--- src/design/sliding_window_peak_to_peak_assert.svh ---
// Assertion macros for the sliding window peak-to-peak block
`ifndef SLIDING_WINDOW_PEAK_TO_PEAK_ASSERT_SVH
`define SLIDING_WINDOW_PEAK_TO_PEAK_ASSERT_SVH
`ifndef SYNTHESIS
// Same-cycle implication
`define SWPP_ASSERT_IMPLY(label, clk, rst_n, ante, cons) \
  label: assert property (@(posedge clk) disable iff (!rst_n) (ante) |-> (cons)) \
    else $error("assertion failed: same-cycle implication");
// Next-cycle implication
`define SWPP_ASSERT_NEXT(label, clk, rst_n, ante, cons) \
  label: assert property (@(posedge clk) disable iff (!rst_n) (ante) |=> (cons)) \
    else $error("assertion failed: next-cycle implication");
`else
`define SWPP_ASSERT_IMPLY(label, clk, rst_n, ante, cons)
`define SWPP_ASSERT_NEXT(label, clk, rst_n, ante, cons)
`endif
`endif

--- src/design/swpp_pkg.sv ---
`timescale 1ns / 1ps
package swpp_pkg;

  localparam int SAMPLE_W = 16;
  localparam int P2P_W    = 16;
  localparam int WL_W     = 9;

  localparam logic [WL_W-1:0]     WL_RESET = 9'd64;
  localparam logic [SAMPLE_W-1:0] HI_INIT  = 16'h0000;
  localparam logic [SAMPLE_W-1:0] LO_INIT  = 16'hFFFF;

  // Commands from the controller to the datapath
  typedef struct packed {
    logic capture;  // latch the incoming sample
    logic store;    // write the ring, advance the index, start the walk
    logic step;     // issue one ring read and move back one entry
    logic emit;     // load the result register
  } swpp_cmd_t;

  // Status from the datapath to the controller
  typedef struct packed {
    logic span_zero;  // window is empty
    logic last;       // the read being issued is the oldest in the window
    logic out_free;   // result register can take a new value
  } swpp_sts_t;

endpackage

--- src/design/swpp_ctrl.sv ---
`timescale 1ns / 1ps
module swpp_ctrl import swpp_pkg::*; (
  input  logic      clk,
  input  logic      rst_n,
  input  logic      in_valid,
  output logic      in_ready,
  input  swpp_sts_t sts,
  output swpp_cmd_t cmd
);

  typedef enum logic [4:0] {
    S_IDLE  = 5'b00001,
    S_STORE = 5'b00010,
    S_WALK  = 5'b00100,
    S_DRAIN = 5'b01000,
    S_EMIT  = 5'b10000
  } state_t;

  state_t state_r, state_nxt;

  // Sequence one sample: take it, store it, walk the window, hand over the range
  always_comb begin
    state_nxt = state_r;
    cmd       = '0;
    in_ready  = 1'b0;
    case (state_r)
      S_IDLE: begin
        in_ready = 1'b1;
        if (in_valid) begin
          cmd.capture = 1'b1;
          state_nxt   = S_STORE;
        end
      end
      S_STORE: begin
        cmd.store = 1'b1;
        state_nxt = sts.span_zero ? S_EMIT : S_WALK;
      end
      S_WALK: begin
        cmd.step = 1'b1;
        if (sts.last) begin
          state_nxt = S_DRAIN;
        end
      end
      S_DRAIN: begin
        state_nxt = S_EMIT;
      end
      S_EMIT: begin
        if (sts.out_free) begin
          cmd.emit  = 1'b1;
          state_nxt = S_IDLE;
        end
      end
      default: begin
        state_nxt = S_IDLE;
      end
    endcase
  end

  always_ff @(posedge clk) begin
    if (!rst_n) begin
      state_r <= S_IDLE;
    end else begin
      state_r <= state_nxt;
    end
  end

endmodule

--- config.mk ---
export PLATFORM = sky130hd
export DESIGN_NAME = swpp_ctrl
export DESIGN_NICKNAME = d
export VERILOG_FILES = /design/src/design/sliding_window_peak_to_peak_assert.svh /design/src/design/swpp_pkg.sv /design/src/design/swpp_ctrl.sv
export SDC_FILE = /design/constraint.sdc
export NUM_CORES = 1
export LEC_CHECK = 0
export ABC_AREA = 1
export ABC_CLOCK_PERIOD_IN_PS = 1050
export BUFFER_PORTS_ARGS = -buffer_cell sky130_fd_sc_hd__buf_2
export CAP_MARGIN = 0
export CORE_AREA = 4 4 41 43
export CTS_CLUSTER_DIAMETER = 80
export CTS_CLUSTER_SIZE = 20
export DETAILED_ROUTE_END_ITERATION = 8
export DIE_AREA = 0 0 45 47
export PLACE_DENSITY = 0.52
export SETUP_SLACK_MARGIN = 0.2
export SLEW_MARGIN = 20
export SYNTH_ARGS = -nofsm -noshare
export SYNTH_HDL_FRONTEND = slang
export SYNTH_SLANG_ARGS = --single-unit
--- constraint.sdc ---
create_clock -name clk -period 1.05 [get_ports clk]
set_clock_uncertainty 0.05 [all_clocks]
set_input_delay 0.105 -clock clk [delete_from_list [all_inputs] [get_ports clk]]
set_output_delay 0.105 -clock clk [all_outputs]
set_load 0.03 [all_outputs]
==> flow_summary.toml <==
[worst_hold_path]
hp-class = "input pin to register"
hold_path_depth = 2
hp-start = "rst_n"
whs_endpoint = "state_r[0]"

[timing]
worstMarginPinSlew_ps = 216
finalHoldViolations = 0
fin_ws_ps = -234
rsz0062_at_grt = "true"
slew_headroom = 0.856
fmaxAchievable_mhz = 779
maxSlewViolCount = 0
finalSetupViolations = 10
setup_tns_ps = -1600
fin_crit_ps = 1280
layout_worst_path_cycle_share = 1.22

[clock_tree]
cts_buffers = 3
cts_tree = "built"
clkSinkCount = 5
htreeDepth = 1
clkTransAtPathRegs_ps = 40
clockBufferDepth = 2
root_buffer = "clkbuf_4"
worst_skew_pair.late_latency_ps = 240

[logic_synthesis]
synth_area_um2 = 318
ys_top_cells_by_area = "dfxtp_1 (31%), inv_1 (12%), nor2_4 (11%)"
synthCells = 45
ys_warn_count = 0
ys_seq_area_frac = 0.315
synth_fp_nets = 51
ys_types = 14
synth-seq-cells = 5
synth_top_area_share = 0.315
syn_avg_cell_area_um2 = 7.06
synth_top_cell_by_area = "dfxtp_1"

[floorplanning]
ios = 11
die_w_um = 45
core_area_um2 = 1300
rows = 13
start_util = 0.244
die_h_um = 47
dieArea_um2 = 2120

[grt]
antenna_found_initial = 0
grt_pass1_vias = 376
grt_use_total = 0.106
grt_max_degree = 6
overflow = 0
grt_pass1_wl_um = 1510

[setup_path]
r2r_start = "state_r[3]"
setup.worst_path.start = "state_r[3]"
path_class = "register to primary output"
crit_fanout = 5
r2r_slack_ps = -160
cp-start-kind = "register"
end_kind = "primary output"
crit_required_ps = 890
reg2reg_depth = 7
worstPathArrival_ps = 1130
rr_endpoint = "state_r[0]"

[layout]
drive_above_1_share = 0.643
diodes = 0
final_cell_count_no_fill = 85
synthToLayoutAreaGrowth_pct = 89.4
largest_register = "state_r"
reg_top3 = "state_r: 5 flops"
utilization = 0.463
register_area_um2 = 108
largest_reg_flops = 5
fillers = 137
multi_input_area_um2 = 234
fin_nets = 77
most-common-layout-cells = "buf_4 (10), inv_1 (8), nor2_4 (7)"
layout_commonest_cell = "buf_4"

[routing]
antenna_left = 0
vias_per_cell = 4.44
wire_per_inst_um = 10.7
firstDrtPassIters = 4
drtIter0Drc = 11
drc_errors = 0
vias = 377
totalWireLength_um = 910

[power]
p_leak_uw = 0.000306
ir_drop_uv = 545
p_per_area_nw_per_um2 = 1120

[place]
portBuffers = 10
place.gp.congestion = 0.700
dp.cells = 74
dp_hpwl_um = 614

[flow_run]
maxCapViolCount = 0

[outcome]
status = "finished with violations"
violations = "negative setup slack"
-- area by class of cell --
cell class                      count  area share
Clock buffer                        4      0.0437
Inverter                           12      0.0790
Multi-Input combinational cell     28       0.389
Sequential cell                     5       0.179
Tap cell                           15      0.0312
Timing Repair Buffer               21       0.279
-- critical path, cell delays in order (launching register included) --
cell,delay [ps]
dfxtp_2,320
nor2_4,210
nand3_4,120
nor2_4,100
buf_6,130
-- worst max-delay path by stage --
| stage | depth (start not counted) | end | slack [ps] |
|---|---|---|---|
| floorplan | 6 | state_r[0] | 50 |
| global placement | 6 | state_r[0] | -30 |
| detailed placement | 6 | state_r[0] | -40 |
| CTS | 4 | cmd[0] | -230 |
| global route | 4 | cmd[3] | -290 |
| finish | 4 | cmd[3] | -230 |
-- where the power goes --
group / internal, µW / total [µW] / switching [µW]
clock network: 144 / 222 / 78.5
registers: 202 / 215 / 13.3
logic: 112 / 235 / 123
-- Yosys cell counts (all sizes together) --
cell / count
dfxtp: 5
inv: 12
nand2: 5
nand3: 4
nand4: 4
nor2: 11
nor3: 1
o21a: 1
o21ai: 2
-- through the flow --
stage	power [µW]	area (µm²)	worst slack, ps	hold slack (ps)
after floorplan	326	350	49.2	139
after global placement	382	449	-33.3	289
after detailed placement	383	449	-40.3	291
after CTS	671	583	-231	39.4
after global routing	717	602	-294	44.3
final	672	602	-234	38.0
-- cells by family (layout without fill, tap and decap cells) --
kind of cell | Yosys count | after routing | share of synthesized area
flops | 5 | 5 | 0.315
simple gates | 25 | 25 | 0.488
compound gates | 3 | 3 | 0.0551
buf+inv | 12 | 37 | 0.142
-- metal layers --
metal	track usage	wire [µm]
met3	0.0230	75
met5	0	0
met4	0.0877	9
met2	0.201	499
met1	0.0955	325
-- timing repair --
action,in CTS,in global routing
hold buffers,0,0
pin swaps,7,4
endpoints found under the setup margin,10,10
resized for setup,16,4
buffers inserted,6,1
No activity file was read; power rests on OpenSTA's default activity.
