## src/design/sliding_window_peak_to_peak_assert.svh

```systemverilog
// Assertion macros for the sliding window peak-to-peak block
`ifndef SLIDING_WINDOW_PEAK_TO_PEAK_ASSERT_SVH
`define SLIDING_WINDOW_PEAK_TO_PEAK_ASSERT_SVH
`ifndef SYNTHESIS
// Same-cycle implication
`define SWPP_ASSERT_IMPLY(label, clk, rst_n, ante, cons) \
  label: assert property (@(posedge clk) disable iff (!rst_n) (ante) |-> (cons)) \
    else $error("assertion failed: same-cycle implication");
// Next-cycle implication
`define SWPP_ASSERT_NEXT(label, clk, rst_n, ante, cons) \
  label: assert property (@(posedge clk) disable iff (!rst_n) (ante) |=> (cons)) \
    else $error("assertion failed: next-cycle implication");
`else
`define SWPP_ASSERT_IMPLY(label, clk, rst_n, ante, cons)
`define SWPP_ASSERT_NEXT(label, clk, rst_n, ante, cons)
`endif
`endif

```

## src/design/swpp_pkg.sv

```systemverilog
`timescale 1ns / 1ps
package swpp_pkg;

  localparam int SAMPLE_W = 16;
  localparam int P2P_W    = 16;
  localparam int WL_W     = 9;

  localparam logic [WL_W-1:0]     WL_RESET = 9'd64;
  localparam logic [SAMPLE_W-1:0] HI_INIT  = 16'h0000;
  localparam logic [SAMPLE_W-1:0] LO_INIT  = 16'hFFFF;

  // Commands from the controller to the datapath
  typedef struct packed {
    logic capture;  // latch the incoming sample
    logic store;    // write the ring, advance the index, start the walk
    logic step;     // issue one ring read and move back one entry
    logic emit;     // load the result register
  } swpp_cmd_t;

  // Status from the datapath to the controller
  typedef struct packed {
    logic span_zero;  // window is empty
    logic last;       // the read being issued is the oldest in the window
    logic out_free;   // result register can take a new value
  } swpp_sts_t;

endpackage

```

## src/design/swpp_ram.sv

```systemverilog
`timescale 1ns / 1ps
module swpp_ram #(
  parameter int WIDTH = 16,
  parameter int DEPTH = 256
) (
  input  logic                     clk,
  input  logic                     we,
  input  logic [$clog2(DEPTH)-1:0] waddr,
  input  logic [WIDTH-1:0]         wdata,
  input  logic                     re,
  input  logic [$clog2(DEPTH)-1:0] raddr,
  output logic [WIDTH-1:0]         rdata
);

  logic [WIDTH-1:0] mem [DEPTH];

  // One write port, one registered read port
  always_ff @(posedge clk) begin
    if (we) begin
      mem[waddr] <= wdata;
    end
    if (re) begin
      rdata <= mem[raddr];
    end
  end

endmodule

```

## src/design/swpp_dp.sv

```systemverilog
`timescale 1ns / 1ps
module swpp_dp import swpp_pkg::*; #(
  parameter int RING_DEPTH = 256
) (
  input  logic                clk,
  input  logic                rst_n,
  input  logic                cfg_we,
  input  logic [WL_W-1:0]     cfg_wdata,
  input  logic [SAMPLE_W-1:0] in_sample,
  output logic                out_valid,
  input  logic                out_ready,
  output logic [P2P_W-1:0]    out_peak_to_peak,
  input  swpp_cmd_t           cmd,
  output swpp_sts_t           sts
);

  localparam int AW = $clog2(RING_DEPTH);
  localparam int SW = (RING_DEPTH >= 511) ? WL_W : $clog2(RING_DEPTH + 1);
  localparam logic [AW-1:0] LAST_IDX = AW'(RING_DEPTH - 1);

  logic [WL_W-1:0]     wl_r;
  logic [SAMPLE_W-1:0] smp_r;
  logic [AW-1:0]       wr_idx_r, wr_idx_nxt;
  logic                full_r;
  logic [AW-1:0]       pos_r, pos_nxt;
  logic [SW-1:0]       cnt_r;
  logic [SW-1:0]       span;
  logic                rd_vld_r;
  logic                rd_ok_r;
  logic [SAMPLE_W-1:0] hi_r, lo_r;
  logic                out_vld_r;
  logic [P2P_W-1:0]    out_p2p_r;
  logic [SAMPLE_W-1:0] rd_data;
  logic [SAMPLE_W-1:0] rd_val;

  // Clamp the window to the ring
  always_comb begin
    if (32'(wl_r) > RING_DEPTH) begin
      span = SW'(RING_DEPTH);
    end else begin
      span = SW'(wl_r);
    end
  end

  assign wr_idx_nxt = (wr_idx_r == LAST_IDX) ? '0 : wr_idx_r + AW'(1);
  assign pos_nxt    = (pos_r == '0) ? LAST_IDX : pos_r - AW'(1);

  assign sts.span_zero = (span == '0);
  assign sts.last      = (cnt_r == SW'(1));
  assign sts.out_free  = !out_vld_r || out_ready;

  swpp_ram #(
    .WIDTH (SAMPLE_W),
    .DEPTH (RING_DEPTH)
  ) u_ring (
    .clk   (clk),
    .we    (cmd.store),
    .waddr (wr_idx_r),
    .wdata (smp_r),
    .re    (cmd.step),
    .raddr (pos_r),
    .rdata (rd_data)
  );

  // Entries not yet written since reset read as zero
  assign rd_val = rd_ok_r ? rd_data : '0;

  // Control state: register, ring index, walk counter, result valid
  always_ff @(posedge clk) begin
    if (!rst_n) begin
      wl_r      <= WL_RESET;
      wr_idx_r  <= '0;
      full_r    <= 1'b0;
      cnt_r     <= '0;
      rd_vld_r  <= 1'b0;
      out_vld_r <= 1'b0;
    end else begin
      if (cfg_we) begin
        wl_r <= cfg_wdata;
      end
      if (cmd.store) begin
        wr_idx_r <= wr_idx_nxt;
        if (wr_idx_r == LAST_IDX) begin
          full_r <= 1'b1;
        end
        cnt_r <= span;
      end else if (cmd.step) begin
        cnt_r <= cnt_r - SW'(1);
      end
      rd_vld_r <= cmd.step;
      if (cmd.emit) begin
        out_vld_r <= 1'b1;
      end else if (out_ready) begin
        out_vld_r <= 1'b0;
      end
    end
  end

  // Payload: sample, walk position, running extremes, result
  always_ff @(posedge clk) begin
    if (cmd.capture) begin
      smp_r <= in_sample;
    end
    if (cmd.store) begin
      pos_r <= wr_idx_r;
      hi_r  <= HI_INIT;
      lo_r  <= (span == '0) ? HI_INIT : LO_INIT;
    end else begin
      if (cmd.step) begin
        pos_r   <= pos_nxt;
        rd_ok_r <= full_r || (pos_r < wr_idx_r);
      end
      if (rd_vld_r) begin
        if (rd_val > hi_r) begin
          hi_r <= rd_val;
        end
        if (rd_val < lo_r) begin
          lo_r <= rd_val;
        end
      end
    end
    if (cmd.emit) begin
      out_p2p_r <= hi_r - lo_r;
    end
  end

  assign out_valid        = out_vld_r;
  assign out_peak_to_peak = out_p2p_r;

endmodule

```

## config.mk

```make
export PLATFORM = sky130hd
export DESIGN_NAME = swpp_dp
export DESIGN_NICKNAME = d
export VERILOG_FILES = /design/src/design/sliding_window_peak_to_peak_assert.svh /design/src/design/swpp_pkg.sv /design/src/design/swpp_ram.sv /design/src/design/swpp_dp.sv
export SDC_FILE = /design/constraint.sdc
export NUM_CORES = 2
export LEC_CHECK = 0
export BUFFER_PORTS_ARGS = -buffer_cell sky130_fd_sc_hd__buf_2
export CAP_MARGIN = 20
export CORE_ASPECT_RATIO = 0.75
export CORE_UTILIZATION = 30
export DETAILED_ROUTE_END_ITERATION = 10
export GPL_ROUTABILITY_DRIVEN = 1
export RECOVER_POWER = 50
export SLEW_MARGIN = 5
export SYNTH_ARGS = -nofsm -noshare
export SYNTH_HDL_FRONTEND = slang
export SYNTH_HIERARCHICAL = 1
export SYNTH_SLANG_ARGS = --single-unit
```

## constraint.sdc

```tcl
create_clock -name clk -period 3.7 [get_ports clk]
set_clock_uncertainty 0.05 [all_clocks]
set_input_delay 0.37 -clock clk [delete_from_list [all_inputs] [get_ports clk]]
set_output_delay 0.37 -clock clk [all_outputs]
set_load 0.01 [all_outputs]
```

==> metrics.csv <==
metric,value,unit
Layout Area Growth over Synthesis,16.3,%
outcome,"finished, violations left",
Synth async-reset ratio,0,%
largest net degree at the start of global routing,147,
Initial DRC Count,12400,
I/O pin count,53,
vias per std cell,5.33,
WL final,465000,um
Slew @ Worst Pin,3000,ps
sequential area share after synthesis,76.6,%
FF-to-FF Start,pos_r[0]$_DFFE_PP_,
"Worst Setup Slack, final",-43.4,ps
Mapped Cells,7954,
post-route ant nets,0,
max_cap viols,37,
via count of the first global-routing pass,84000,
DR vias,87000,
Synth Register Bits,4214,
Final period util,101,%
first-pass GRT wire length,648000,um
CTS Buffer Depth,4,
"Net count, final",8812,
drt first pass iters,10,
routed length on met3,60600,um
Hold EP,smp_r[14]$_DFFE_PP_,
Die ar.,552000,um2
final count of negative-setup-slack endpoints,3,
"Hold Vio Cnt, Final",0,
htree depth,5,
Lkg Pwr,60.4,nW
WP data required,4310,ps
later-pin clock latency in the skew report,970,ps
min-delay worst type,in2reg,
Yosys top cell area share,76.0,%
most frequent cells in the layout,"edfxtp_1, mux4_2, buf_4",
unrepaired setup endpoints after global routing,true,
routed wl met2,193000,um
Die Wd,858,um
VDD IR max,0.463,mV
"Reg clk slew, reported paths",70,ps
clock buffer count from CTS,382,
failing checks,"DRC, capacitance limit, slew limit, setup timing",
drt wl/cell,28.5,um
Critical Path End Type,flop,
CP max FO,18,
aggregate global-route resource usage,16.2,%
"EDFF count, synth",4169,
largest area contributor in the netlist,edfxtp_1,
Remaining DRCs,39,
Max transition margin,-100,%
hold slack,116,ps
Final Wtd Congestion,0.926,
Final Max Tran Viols,3184,
Setup WS pre-CTS,-922,ps
clock root cell,clkbuf_16,
Syn Nets,8043,
Syn Area/Cell,20.7,um2
die height,644,um
crit path launch type,flop,
Critical Path AT,4350,ps
CP Class,reg2reg,
hpwl dp,293000,um
core area,547000,um2
achievable frequency,267,MHz
R2R depth,9,
synth unique cells,75,
Mapped Area,165000,um2
FP Rows,235,
layout cells sized above 1,25.9,%
Worst Hold Path Cells,2,
warnings from Yosys,6,
uppermost layer routed,met5,
Initial Util,30.1,%
Post-synth top flop,edfxtp_1,
GRT overflow,0,
"commonest non-fill, non-tap cell in the layout",edfxtp_1,
reg2reg end,u_ring/rdata[1]$_DFFE_PP_,
min cycle time layout,3740,ps
CTS tree,done,
port buffer count,52,
HP Start,in_sample[14],
Area contributors post-synth,"edfxtp_1, mux4_2, mux2i_1",
Clock Sink Count,4214,
met1 wire length,201000,um
Power Total,107,mW
Finished Core Util,35.1,%
pwr dens,558,nW/um2
initial antenna violation count,43,
R2R Setup Slk,-40,ps
cell usage after synthesis (5+ instances only):
library cell  number
a22oi_1           43
buf_6             78
dfxtp_1           45
o221ai_1         252
nor2b_1           25
o32ai_1           20
buf_12             5
nand3_1           56
o21ai_0           72
buf_2             79
or3_1              5
a21o_1            16
a21oi_1          220
nand4_1           29
a211oi_1          21
inv_1             53
mux2i_1          577
a2111oi_0          6
o21a_1             5
xnor2_1           22
nor3_1           104
clkbuf_1         246
or2_2              6
o22ai_1          150
xor2_1             9
buf_4             28
edfxtp_1        4169
a22o_1            32
a221oi_1          28
buf_8             11
ha_1              55
buf_1             27
nor4_1            21
and3_1            14
nand2b_1          15
nor2_1           352
and2_1            26
o31ai_1           17
mux4_2           797
nand2_1           68
mux2_2            88
a31oi_1            7
o211ai_1           6
worst max-delay path: stages, from the launching register on:
cell and delay, ps:
edfxtp_1 430, buf_12 260, buf_6 320, mux4_2 570
mux4_2 520, a22o_1 380, buf_12 190, o32ai_1 310
buf_4 260, nor4_1 90
routing by layer:
metal,up-vias,global-route usage [%]
li1,35000,-
met1,46400,24.5
met2,4929,22.6
met3,609,5.15
met4,16,3.40
met5,-,0
metrics by stage:
| stage | cells | area, um2 | setup TNS, ps |
|---|---|---|---|
| detailed placement | 15500 | 178000 | -3940 |
| finish | 16300 | 192000 | -59.6 |
| floorplan | 7954 | 165000 | -1620890 |
| global route | 16300 | 191000 | -245 |
| global placement | 15500 | 178000 | -4640 |
| CTS | 16300 | 192000 | 0 |
kinds of logic (layout without fill, tap and decap cells):
family | after synthesis | count (layout) | share of synthesized area [%]
flops | 4214 | 4214 | 76.6
compound gates | 915 | 915 | 3.91
xor+xnor | 31 | 31 | 0.165
mux | 1462 | 1462 | 15.0
buf+inv | 529 | 1612 | 1.81
other cells | 0 | 58 | 0
simple gates | 747 | 747 | 2.11
fa+ha+maj | 56 | 56 | 0.430
registers in the layout, summed over array words and instances (netlist names):
name              flops
pos_r                 8
out_valid             1
u_ring/rdata         16
full_r                1
lo_r                 16
u_ring/mem         4096
rd_ok_r               1
out_peak_to_peak     16
smp_r                16
wr_idx_r              8
wl_r                  9
hi_r                 16
cnt_r                 9
rd_vld_r              1
where the power goes:
part / switching (mW) / internal, mW / total, mW
clock network: 17.9 / 22.9 / 40.8
logic: 7.81 / 4.71 / 12.5
registers: 0.410 / 53.2 / 53.6
total: 26.1 / 80.8 / 107
layout make-up:
cell class / count / area (um2)
fill: 50000 / 355000
sequential: 4214 / 126000
multi-input combinational: 3211 / 36200
clock buffer: 450 / 9950
tap: 7228 / 9040
timing repair buffer: 860 / 7270
clock inverter: 248 / 2690
inverter: 54 / 215
antenna: 58 / 145
timing repair:
action	in CTS	in global routing
hold endpoints to repair	84	0
hold buffers	51	0
endpoints found under the setup margin	13	14
resized for setup	43	33
cloned	2	1
pin swaps	2	4
setup buffers	2	12
worst max-delay path by stage:
stage / from / to / slack, ps / cells after the start
after global placement: pos_r[0]$_DFFE_PP_ / u_ring/rdata[14]$_DFFE_PP_ / -1090 / 13
after CTS: pos_r[0]$_DFFE_PP_ / u_ring/rdata[10]$_DFFE_PP_ / 10 / 10
after floorplan: smp_r[0]$_DFFE_PP_ / u_ring/mem[0][0]$_DFFE_PP_ / -400 / 0
after detailed placement: pos_r[0]$_DFFE_PP_ / u_ring/rdata[14]$_DFFE_PP_ / -920 / 13
final: pos_r[0]$_DFFE_PP_ / u_ring/rdata[1]$_DFFE_PP_ / -40 / 9
after global routing: pos_r[0]$_DFFE_PP_ / u_ring/rdata[12]$_DFFE_PP_ / -90 / 9
Power figures use the tool's default switching activity.
